### src/design/tlc_pkg.sv
// ----------------------------------------------------------------------------
// tlc_pkg: shared types and constants of the timed lock controller
// Mode codes, register indexes, the item and result records and the
// fixed-point helpers that the pipeline stages use.
// ----------------------------------------------------------------------------
package tlc_pkg;

  typedef enum logic [1:0] {
    MODE_OPEN    = 2'd0,
    MODE_CONFIG  = 2'd1,
    MODE_CONFIRM = 2'd2,
    MODE_CLOSED  = 2'd3
  } mode_t;

  typedef enum logic [1:0] {
    CFG_PULSE_MS      = 2'd0,
    CFG_SAVE_INTERVAL = 2'd1,
    CFG_STEP_SECONDS  = 2'd2,
    CFG_MAX_SECONDS   = 2'd3
  } cfg_index_t;

  localparam int CfgDataWidth = 20;

  localparam logic [15:0] PULSE_MS_RESET      = 16'd1000;
  localparam logic [19:0] SAVE_INTERVAL_RESET = 20'd900000;
  localparam logic [11:0] STEP_SECONDS_RESET  = 12'd600;
  localparam logic [16:0] MAX_SECONDS_RESET   = 17'd86400;
  localparam logic [16:0] DURATION_RESET      = 17'd30;

  // Saturation point of the time-since-last-save counter.
  localparam logic [19:0] SINCE_SAVE_MAX = 20'hFFFFF;

  // Rounding bias for a ceiling division by one thousand.
  localparam logic [27:0] ROUND_UP_MS = 28'd999;

  // ceil(2^32 / 125): exact floor division by 125 for any 25-bit dividend.
  localparam logic [25:0] RECIP_125 = 26'd34359739;

  typedef struct packed {
    logic [15:0] pulse_ms;
    logic [19:0] save_interval_ms;
    logic [11:0] step_seconds;
    logic [16:0] max_seconds;
  } cfg_t;

  typedef struct packed {
    logic        tick;
    logic        plus_pressed;
    logic        minus_pressed;
    logic        ok_pressed;
    logic        restore_valid;
    logic        restore_nonzero;
    logic [17:0] restore_seconds;  // ceil(restore_ms / 1000)
  } item_t;

  typedef struct packed {
    mode_t       mode;
    logic        relay_on;
    logic [16:0] duration_seconds;
    logic [26:0] remaining_ms;
    logic        save_request;
    logic [26:0] save_value_ms;
    logic        clear_request;
  } result_t;

  // Seconds to milliseconds as 1024 - 32 + 8; modulo arithmetic keeps it exact.
  function automatic logic [26:0] seconds_to_ms(input logic [16:0] seconds);
    logic [26:0] s;
    s = {10'd0, seconds};
    return (s << 10) - (s << 5) + (s << 3);
  endfunction

endpackage

### src/design/tlc_cfg_regs.sv
// ----------------------------------------------------------------------------
// tlc_cfg_regs: configuration register file
// Holds the four setup registers, written through a simple enable port.
// ----------------------------------------------------------------------------
module tlc_cfg_regs (
  input  logic                              clk,
  input  logic                              rst,
  input  logic                              cfg_write,
  input  logic [1:0]                        cfg_index,
  input  logic [tlc_pkg::CfgDataWidth-1:0]  cfg_data,
  output tlc_pkg::cfg_t                     cfg
);
  import tlc_pkg::*;

  always_ff @(posedge clk) begin
    if (rst) begin
      cfg.pulse_ms         <= PULSE_MS_RESET;
      cfg.save_interval_ms <= SAVE_INTERVAL_RESET;
      cfg.step_seconds     <= STEP_SECONDS_RESET;
      cfg.max_seconds      <= MAX_SECONDS_RESET;
    end else if (cfg_write) begin
      case (cfg_index_t'(cfg_index))
        CFG_PULSE_MS:      cfg.pulse_ms         <= cfg_data[15:0];
        CFG_SAVE_INTERVAL: cfg.save_interval_ms <= cfg_data[19:0];
        CFG_STEP_SECONDS:  cfg.step_seconds     <= cfg_data[11:0];
        CFG_MAX_SECONDS:   cfg.max_seconds      <= cfg_data[16:0];
        default: ;
      endcase
    end
  end

endmodule

### src/design/tlc_in_stage.sv
// ----------------------------------------------------------------------------
// tlc_in_stage: input register
// Captures one item and precomputes the rounded-up restore time in seconds.
// ----------------------------------------------------------------------------
module tlc_in_stage (
  input  logic           clk,
  input  logic           rst,
  input  logic           in_valid,
  output logic           in_ready,
  input  logic           tick,
  input  logic           plus_pressed,
  input  logic           minus_pressed,
  input  logic           ok_pressed,
  input  logic           restore_valid,
  input  logic [26:0]    restore_ms,
  input  logic           advance,
  output logic           item_valid,
  output tlc_pkg::item_t item
);
  import tlc_pkg::*;

  logic [27:0] biased_ms;
  logic [50:0] product;
  logic [17:0] seconds_ceil;

  // floor((ms + 999) / 1000) = floor(floor((ms + 999) / 8) / 125).
  assign biased_ms    = {1'b0, restore_ms} + ROUND_UP_MS;
  assign product      = 51'(biased_ms[27:3]) * 51'(RECIP_125);
  assign seconds_ceil = product[49:32];

  assign in_ready = !item_valid || advance;

  always_ff @(posedge clk) begin
    if (rst) begin
      item_valid <= 1'b0;
    end else if (in_ready) begin
      item_valid <= in_valid;
    end
  end

  always_ff @(posedge clk) begin
    if (in_valid && in_ready) begin
      item.tick            <= tick;
      item.plus_pressed    <= plus_pressed;
      item.minus_pressed   <= minus_pressed;
      item.ok_pressed      <= ok_pressed;
      item.restore_valid   <= restore_valid;
      item.restore_nonzero <= (restore_ms != 27'd0);
      item.restore_seconds <= seconds_ceil;
    end
  end

endmodule

### src/design/tlc_step.sv
// ----------------------------------------------------------------------------
// tlc_step: controller state and per-item update
// Applies one item to the mode, duration, countdown and relay pulse state.
// ----------------------------------------------------------------------------
module tlc_step (
  input  logic             clk,
  input  logic             rst,
  input  tlc_pkg::cfg_t    cfg,
  input  logic             advance,
  input  tlc_pkg::item_t   item,
  output tlc_pkg::result_t result
);
  import tlc_pkg::*;

  mode_t       mode, mode_next;
  logic [16:0] duration, duration_next;
  logic        timer_running, timer_running_next;
  logic [26:0] countdown, countdown_next;
  logic [19:0] since_save, since_save_next;
  logic        pulse_active, pulse_active_next;
  logic [15:0] pulse_left, pulse_left_next;
  logic        relay, relay_next;

  logic        save_req;
  logic [26:0] save_val;
  logic        clear_req;
  logic        start;
  logic [16:0] start_seconds;
  logic [17:0] sum;

  always_comb begin
    mode_next          = mode;
    duration_next      = duration;
    timer_running_next = timer_running;
    countdown_next     = countdown;
    since_save_next    = since_save;
    pulse_active_next  = pulse_active;
    pulse_left_next    = pulse_left;
    relay_next         = relay;
    save_req           = 1'b0;
    save_val           = '0;
    clear_req          = 1'b0;
    start              = 1'b0;
    start_seconds      = '0;
    sum                = '0;

    // Elapsed millisecond.
    if (item.tick) begin
      if (timer_running_next) begin
        if (countdown_next != '0) countdown_next = countdown_next - 27'd1;
        if (since_save_next != SINCE_SAVE_MAX) since_save_next = since_save_next + 20'd1;
      end
      if (pulse_active_next && pulse_left_next != '0) begin
        pulse_left_next = pulse_left_next - 16'd1;
      end
    end

    if (item.restore_valid) begin
      timer_running_next = 1'b0;
      countdown_next     = '0;
      since_save_next    = '0;
      if (item.restore_nonzero) begin
        start         = 1'b1;
        start_seconds = (item.restore_seconds > {1'b0, cfg.max_seconds}) ?
                        cfg.max_seconds : item.restore_seconds[16:0];
        mode_next     = MODE_CLOSED;
      end else begin
        mode_next = MODE_OPEN;
      end
    end else begin
      // Buttons act in order; each sees the mode the previous one left.
      if (item.plus_pressed) begin
        if (mode_next == MODE_OPEN) mode_next = MODE_CONFIG;
        if (mode_next == MODE_CONFIG) begin
          sum = {1'b0, duration_next} + {6'd0, cfg.step_seconds};
          duration_next = (sum < {1'b0, cfg.max_seconds}) ? sum[16:0] : cfg.max_seconds;
        end
      end
      if (item.minus_pressed) begin
        case (mode_next)
          MODE_OPEN: mode_next = MODE_CONFIG;
          MODE_CONFIG: begin
            if (duration_next == '0) begin
              mode_next = MODE_OPEN;
            end else if (duration_next > {5'd0, cfg.step_seconds}) begin
              duration_next = duration_next - {5'd0, cfg.step_seconds};
            end else begin
              duration_next = '0;
            end
          end
          MODE_CONFIRM: mode_next = MODE_CONFIG;
          default: ;
        endcase
      end
      if (item.ok_pressed) begin
        case (mode_next)
          MODE_OPEN: begin
            relay_next        = 1'b1;
            pulse_active_next = 1'b1;
            pulse_left_next   = cfg.pulse_ms;
          end
          MODE_CONFIG: mode_next = MODE_CONFIRM;
          MODE_CONFIRM: begin
            relay_next        = 1'b0;
            pulse_active_next = 1'b0;
            pulse_left_next   = '0;
            start             = 1'b1;
            start_seconds     = duration_next;
            mode_next         = MODE_CLOSED;
          end
          default: ;
        endcase
      end
    end

    if (start) begin
      timer_running_next = 1'b1;
      countdown_next     = seconds_to_ms(start_seconds);
      since_save_next    = '0;
      if (start_seconds != '0) begin
        save_req = 1'b1;
        save_val = countdown_next;
      end
    end

    if (timer_running_next) begin
      if (since_save_next >= cfg.save_interval_ms) begin
        save_req        = 1'b1;
        save_val        = countdown_next;
        since_save_next = '0;
      end
      // Expiry, including a zero-length lock that ends at once.
      if (countdown_next == '0) begin
        timer_running_next = 1'b0;
        since_save_next    = '0;
        relay_next         = 1'b1;
        pulse_active_next  = 1'b1;
        pulse_left_next    = cfg.pulse_ms;
        mode_next          = MODE_OPEN;
        clear_req          = 1'b1;
      end
    end

    if (pulse_active_next && pulse_left_next == '0) begin
      relay_next        = 1'b0;
      pulse_active_next = 1'b0;
    end
  end

  always_comb begin
    result.mode             = mode_next;
    result.relay_on         = relay_next;
    result.duration_seconds = duration_next;
    result.remaining_ms     = timer_running_next ? countdown_next : '0;
    result.save_request     = save_req;
    result.save_value_ms    = save_req ? save_val : '0;
    result.clear_request    = clear_req;
  end

  always_ff @(posedge clk) begin
    if (rst) begin
      mode          <= MODE_OPEN;
      duration      <= DURATION_RESET;
      timer_running <= 1'b0;
      countdown     <= '0;
      since_save    <= '0;
      pulse_active  <= 1'b0;
      pulse_left    <= '0;
      relay         <= 1'b0;
    end else if (advance) begin
      mode          <= mode_next;
      duration      <= duration_next;
      timer_running <= timer_running_next;
      countdown     <= countdown_next;
      since_save    <= since_save_next;
      pulse_active  <= pulse_active_next;
      pulse_left    <= pulse_left_next;
      relay         <= relay_next;
    end
  end

endmodule

### src/design/tlc_out_reg.sv
// ----------------------------------------------------------------------------
// tlc_out_reg: result register
// Holds one finished result until the downstream side takes it.
// ----------------------------------------------------------------------------
module tlc_out_reg (
  input  logic             clk,
  input  logic             rst,
  input  logic             load,
  input  tlc_pkg::result_t result_in,
  input  logic             out_ready,
  output logic             out_valid,
  output tlc_pkg::result_t result_q
);
  import tlc_pkg::*;

  always_ff @(posedge clk) begin
    if (rst) begin
      out_valid <= 1'b0;
    end else if (load) begin
      out_valid <= 1'b1;
    end else if (out_ready) begin
      out_valid <= 1'b0;
    end
  end

  always_ff @(posedge clk) begin
    if (load) begin
      result_q <= result_in;
    end
  end

endmodule

### src/design/timed_lock_controller_unit.sv
// ----------------------------------------------------------------------------
// timed_lock_controller_unit: three-button timed lock controller
// Each item passes through the input register and then the result register.
// Throughput: one item per cycle unless the result channel stalls; the step
// logic between the two registers closes the whole state update combinationally.
// Reset (synchronous, active high) restores the default configuration, open
// mode with a 30 second duration, and empties both pipeline registers.
// ----------------------------------------------------------------------------
module timed_lock_controller_unit (
  input  logic                              clk,
  input  logic                              rst,
  // Configuration write port.
  input  logic                              cfg_write,
  input  logic [1:0]                        cfg_index,
  input  logic [tlc_pkg::CfgDataWidth-1:0]  cfg_data,
  // Input item channel.
  input  logic                              in_valid,
  output logic                              in_ready,
  input  logic                              tick,
  input  logic                              plus_pressed,
  input  logic                              minus_pressed,
  input  logic                              ok_pressed,
  input  logic                              restore_valid,
  input  logic [26:0]                       restore_ms,
  // Result channel.
  output logic                              out_valid,
  input  logic                              out_ready,
  output logic [1:0]                        mode,
  output logic                              relay_on,
  output logic [16:0]                       duration_seconds,
  output logic [26:0]                       remaining_ms,
  output logic                              save_request,
  output logic [26:0]                       save_value_ms,
  output logic                              clear_request
);
  import tlc_pkg::*;

  cfg_t    cfg;
  item_t   item;
  logic    item_valid;
  logic    advance;
  result_t step_result;
  result_t result_q;

  // The held item moves into the step logic whenever the result register is
  // empty or its current result is being transferred out in this cycle. The
  // input register refills in the same cycle, so items flow back to back.
  assign advance = item_valid && (!out_valid || out_ready);

  tlc_cfg_regs u_cfg (
    .clk       (clk),
    .rst       (rst),
    .cfg_write (cfg_write),
    .cfg_index (cfg_index),
    .cfg_data  (cfg_data),
    .cfg       (cfg)
  );

  // Input register; it also rounds a restored time up to whole seconds so
  // that the step stage only has to clamp and scale it.
  tlc_in_stage u_in (
    .clk           (clk),
    .rst           (rst),
    .in_valid      (in_valid),
    .in_ready      (in_ready),
    .tick          (tick),
    .plus_pressed  (plus_pressed),
    .minus_pressed (minus_pressed),
    .ok_pressed    (ok_pressed),
    .restore_valid (restore_valid),
    .restore_ms    (restore_ms),
    .advance       (advance),
    .item_valid    (item_valid),
    .item          (item)
  );

  // Controller state; it is committed only when an item advances.
  tlc_step u_step (
    .clk     (clk),
    .rst     (rst),
    .cfg     (cfg),
    .advance (advance),
    .item    (item),
    .result  (step_result)
  );

  // Result register parting the controller from the downstream side.
  tlc_out_reg u_out (
    .clk       (clk),
    .rst       (rst),
    .load      (advance),
    .result_in (step_result),
    .out_ready (out_ready),
    .out_valid (out_valid),
    .result_q  (result_q)
  );

  assign mode             = result_q.mode;
  assign relay_on         = result_q.relay_on;
  assign duration_seconds = result_q.duration_seconds;
  assign remaining_ms     = result_q.remaining_ms;
  assign save_request     = result_q.save_request;
  assign save_value_ms    = result_q.save_value_ms;
  assign clear_request    = result_q.clear_request;

endmodule
### config.mk
export PLATFORM = sky130hd
export DESIGN_NAME = timed_lock_controller_unit
export DESIGN_NICKNAME = d
export VERILOG_FILES = /design/src/design/tlc_pkg.sv /design/src/design/tlc_cfg_regs.sv /design/src/design/tlc_in_stage.sv /design/src/design/tlc_step.sv /design/src/design/tlc_out_reg.sv /design/src/design/timed_lock_controller_unit.sv
export SDC_FILE = /design/constraint.sdc
export NUM_CORES = 1
export LEC_CHECK = 0
export BUFFER_PORTS_ARGS = -buffer_cell sky130_fd_sc_hd__buf_4
export CORE_MARGIN = 1.5
export CORE_UTILIZATION = 45
export CTS_BUF_LIST = sky130_fd_sc_hd__clkbuf_8
export CTS_CLUSTER_DIAMETER = 150
export DETAILED_ROUTE_END_ITERATION = 16
export GPL_TIMING_DRIVEN = 0
export PLACE_DENSITY = 0.58
export SLEW_MARGIN = 20
export SYNTH_ARGS = -nofsm -noshare
export SYNTH_HDL_FRONTEND = slang
export SYNTH_SLANG_ARGS = --single-unit
### constraint.sdc
create_clock -name clk -period 14.3 [get_ports clk]
set_clock_uncertainty 0.1 [all_clocks]
set_input_delay 2.145 -clock clk [delete_from_list [all_inputs] [get_ports clk]]
set_output_delay 2.145 -clock clk [all_outputs]
set_load 0.02 [all_outputs]
==> impl_metrics.csv <==
group,metric,value,unit
setup_path,critPathMaxFanout,10,
setup_path,arrival,13930,ps
clock_tree,tritoncts,"yes",
synth,yosysWarnings,0,
sta,worstMarginPinSlew,1129,ps
route,drt_pass1_iterations,5,
global_route,gr-usage-all-layers,27.81,%
synth,synth_ff_type,"dfxtp_1",
clock_tree,path_clk_slew,70,ps
synth,synth_seq_cells,252,
die,fp.dieW,245.5,µm
route,drc,0,
route,ant_nets,0,
sta,finalHoldViolCount,0,
synth,synth-compound-area-share,14.89,%
synth,syn_inst,2981,
clock_tree,post_cts_resized,0,
global_route,grt_max_degree,44,
clock_tree,ctsHoldBuffers,0,
sta,fin_hold_ws,362.5,ps
clock_tree,numCtsBuffers,45,
synth,synth_xor_area_share,4.370,%
final_layout,nets,3804,
setup_path,required,14690,ps
route,via_count,22280,
die,start_util,45.68,%
global_route,antenna_found_initial,1,
sta,maxSlewViolCount,0,
place,numPortBuffers,134,
route,via_per_inst,5.622,
synth,synth_top_area_share,17.45,%
sta,tns,0,ps
pwr,ir_drop,0.5643,mV
die,boundaryPins,137,
sta,min_period,13540,ps
worst_hold_path,hold_path.class,"reg2reg",
setup_path,slowest_stage,"a2111oi_1",
sta,period_share,94.69,%
pwr,leakage,13.78,nW
sta,rsz0062_at_grt,"false",
final_layout,drive_gt1_share,8.787,%
setup_path,endpoint_kind,"flip-flop",
global_route,grt_pass1_wl,129500,µm
global_route,grt-ovfl-total,0,
synth,netlist-cell-type-count,91,
clock_tree,cts_sinks,252,
synth,yosys.area.top_type,"ha_1",
synth,synthSimpleGateAreaFrac,15.26,%
clock_tree,post-cts-setup-buffer-count,0,
clock_tree,clkLatencyLatePin,590,ps
synth,synth_edf_count,100,
setup_path,start_kind,"flip-flop",
synth,synthMuxAreaShare,1.078,%
synth,netlist_area,26460,µm²
synth,synthTopCellsByArea,"ha_1, fa_1, dfxtp_1, edfxtp_1, inv_1",
route,wl_per_cell,21.10,µm
die,core_region_area,57920,µm²
final_layout,layout_common_cells,"inv_1, ha_1, nor2_1, nand2_1, fa_1",
synth,synth_top_family_by_area,"adder cells",
global_route,grt_pass1_vias,22480,
sta,finalSetupViolations,0,
setup_path,cpMostUsedCell,"ha_1",
pwr,power,5.818,mW
synth,avgSynthCellArea,8.875,µm²
synth,synthAdderAreaFrac,33.49,%
die,dieArea,60260,µm²
place,dp_hpwl,69000,µm
final_layout,fillers,5587,
final_layout,syn_to_final_growth,11.67,%
place,gp_congestion,0.9571,
clock_tree,cts_buffer_depth,3,
synth,synthArstFlopShare,0,%
final_layout,layout_commonest_cell,"inv_1",
pwr,power.density,196.9,nW/µm²
setup_path,slowest_delay,650,ps
setup_path,worstSetupPathType,"reg2reg",
synth,synthesis.nets,3621,
route,drtIter0Drc,1542,
die,num_rows,88,
final_layout,final_util,51.01,%
sta,max_freq,73.85,MHz
final_layout,multi_input_area,18380,µm²
route,wirelength,83630,µm
clock_tree,root_buffer,"clkbuf_8",
run_status,status,"finished, final reports clean",
run,maxCapViolations,0,
synth,yosysSeqAreaShare,22.85,%
die,fp.dieH,245.5,µm
setup_path,reg2reg_slack,760,ps
final_layout,seq_area,6046,µm²
clock_tree,htreeDepth,2,
sta,slew_headroom,24.18,%
sequential cells by signal, indices dropped and copies added (netlist names):
signal and flops:
u_out.result_q 76, u_cfg.cfg 65, u_step.countdown 27, u_in.item 24
u_step.since_save 20, u_step.duration 17, u_step.pulse_left 16, u_step.mode 2
u_in.item_valid 1, u_out.out_valid 1, u_step.pulse_active 1, u_step.relay 1
u_step.timer_running 1
kinds of logic (layout without fill, tap and decap cells):
logic type                 count (synthesis)  count (layout)
and+or+nand+nor                          855             855
other                                      0               1
xor gates and xnor gates                 132             132
buffers and inverters                    558             775
DFF                                      252             252
adders and majority gates                581             581
AOI/OAI and AO/OA                        575             575
muxes                                     28              28
final cells by class:
| class | count | share of cell area (%) |
|---|---|---|
| multi-input combinational | 2171 | 62.21 |
| sequential | 252 | 20.46 |
| inverter | 450 | 5.717 |
| timing repair buffer | 136 | 3.498 |
| tap | 765 | 3.240 |
| clock buffer | 55 | 2.562 |
| buffer | 108 | 1.512 |
| clock inverter | 26 | 0.7835 |
| antenna | 1 | 0.008470 |
power breakdown:
| group | internal [mW] | switching [mW] |
|---|---|---|
| Combinational | 1.71 | 2.43 |
| Sequential | 0.870 | 0.0537 |
| Clock | 0.423 | 0.327 |
| Total | 3.00 | 2.82 |
routing by layer:
layer | global-route usage (%) | share of wire [%]
met1 | 34.91 | 42
met2 | 49.47 | 49
met3 | 2.445 | 4.6
met4 | 10.38 | 3.9
met5 | 0 | 0
worst max-delay path: cells and delay by family, from the launching register on:
| kind | cells | cell delay [ps] |
|---|---|---|
| compound gates | 19 | 5770 |
| xor+xnor | 2 | 730 |
| fa+ha+maj | 6 | 1980 |
| buf+inv | 3 | 660 |
| flops | 1 | 380 |
| mux | 2 | 950 |
| simple gates | 13 | 2860 |
path summary, 6_finish.rpt:
kind | from | end | depth (start not counted)
setup reg to reg | u_step.duration[0]$_SDFFE_PP0P_ | u_step.pulse_active$_SDFFE_PP0P_ | 45
setup / recovery | u_step.duration[0]$_SDFFE_PP0P_ | u_step.pulse_active$_SDFFE_PP0P_ | 45
hold reg to reg | u_cfg.cfg[11]$_SDFFE_PP0P_ | u_cfg.cfg[11]$_SDFFE_PP0P_ | 2
hold / removal | u_cfg.cfg[11]$_SDFFE_PP0P_ | u_cfg.cfg[11]$_SDFFE_PP0P_ | 2
metrics by stage:
stage               cell area (µm²)  cells  worst slack, ps
floorplan                     26460   2981             2706
global placement              28420   3880            692.3
global route                  29540   3964            99.00
detailed placement            28540   3882            236.3
CTS                           29530   3963            799.2
finish                        29540   3964            759.5
cell usage after synthesis, drive strengths merged, types with 8 or more instances:
| master | instances |
|---|---|
| o21a | 18 |
| nor2 | 283 |
| a211o | 20 |
| inv | 449 |
| nor3 | 63 |
| or3 | 11 |
| buf | 19 |
| a22oi | 28 |
| nand4 | 29 |
| o21ai | 80 |
| edfxtp | 100 |
| mux2i | 24 |
| dfxtp | 152 |
| nand2 | 251 |
| o22a | 19 |
| or4 | 10 |
| nand3 | 54 |
| a211oi | 37 |
| nor4 | 22 |
| o31ai | 18 |
| a221oi | 12 |
| a21boi | 8 |
| or2 | 9 |
| xnor2 | 82 |
| and2 | 18 |
| a21o | 57 |
| a311oi | 12 |
| nand3b | 15 |
| nor2b | 17 |
| ha | 369 |
| and3 | 19 |
| a31oi | 18 |
| clkbuf | 89 |
| nand2b | 26 |
| xor2 | 50 |
| and4 | 13 |
| a21oi | 165 |
| o211ai | 9 |
| fa | 212 |
No activity file was read; power rests on OpenSTA's default activity.
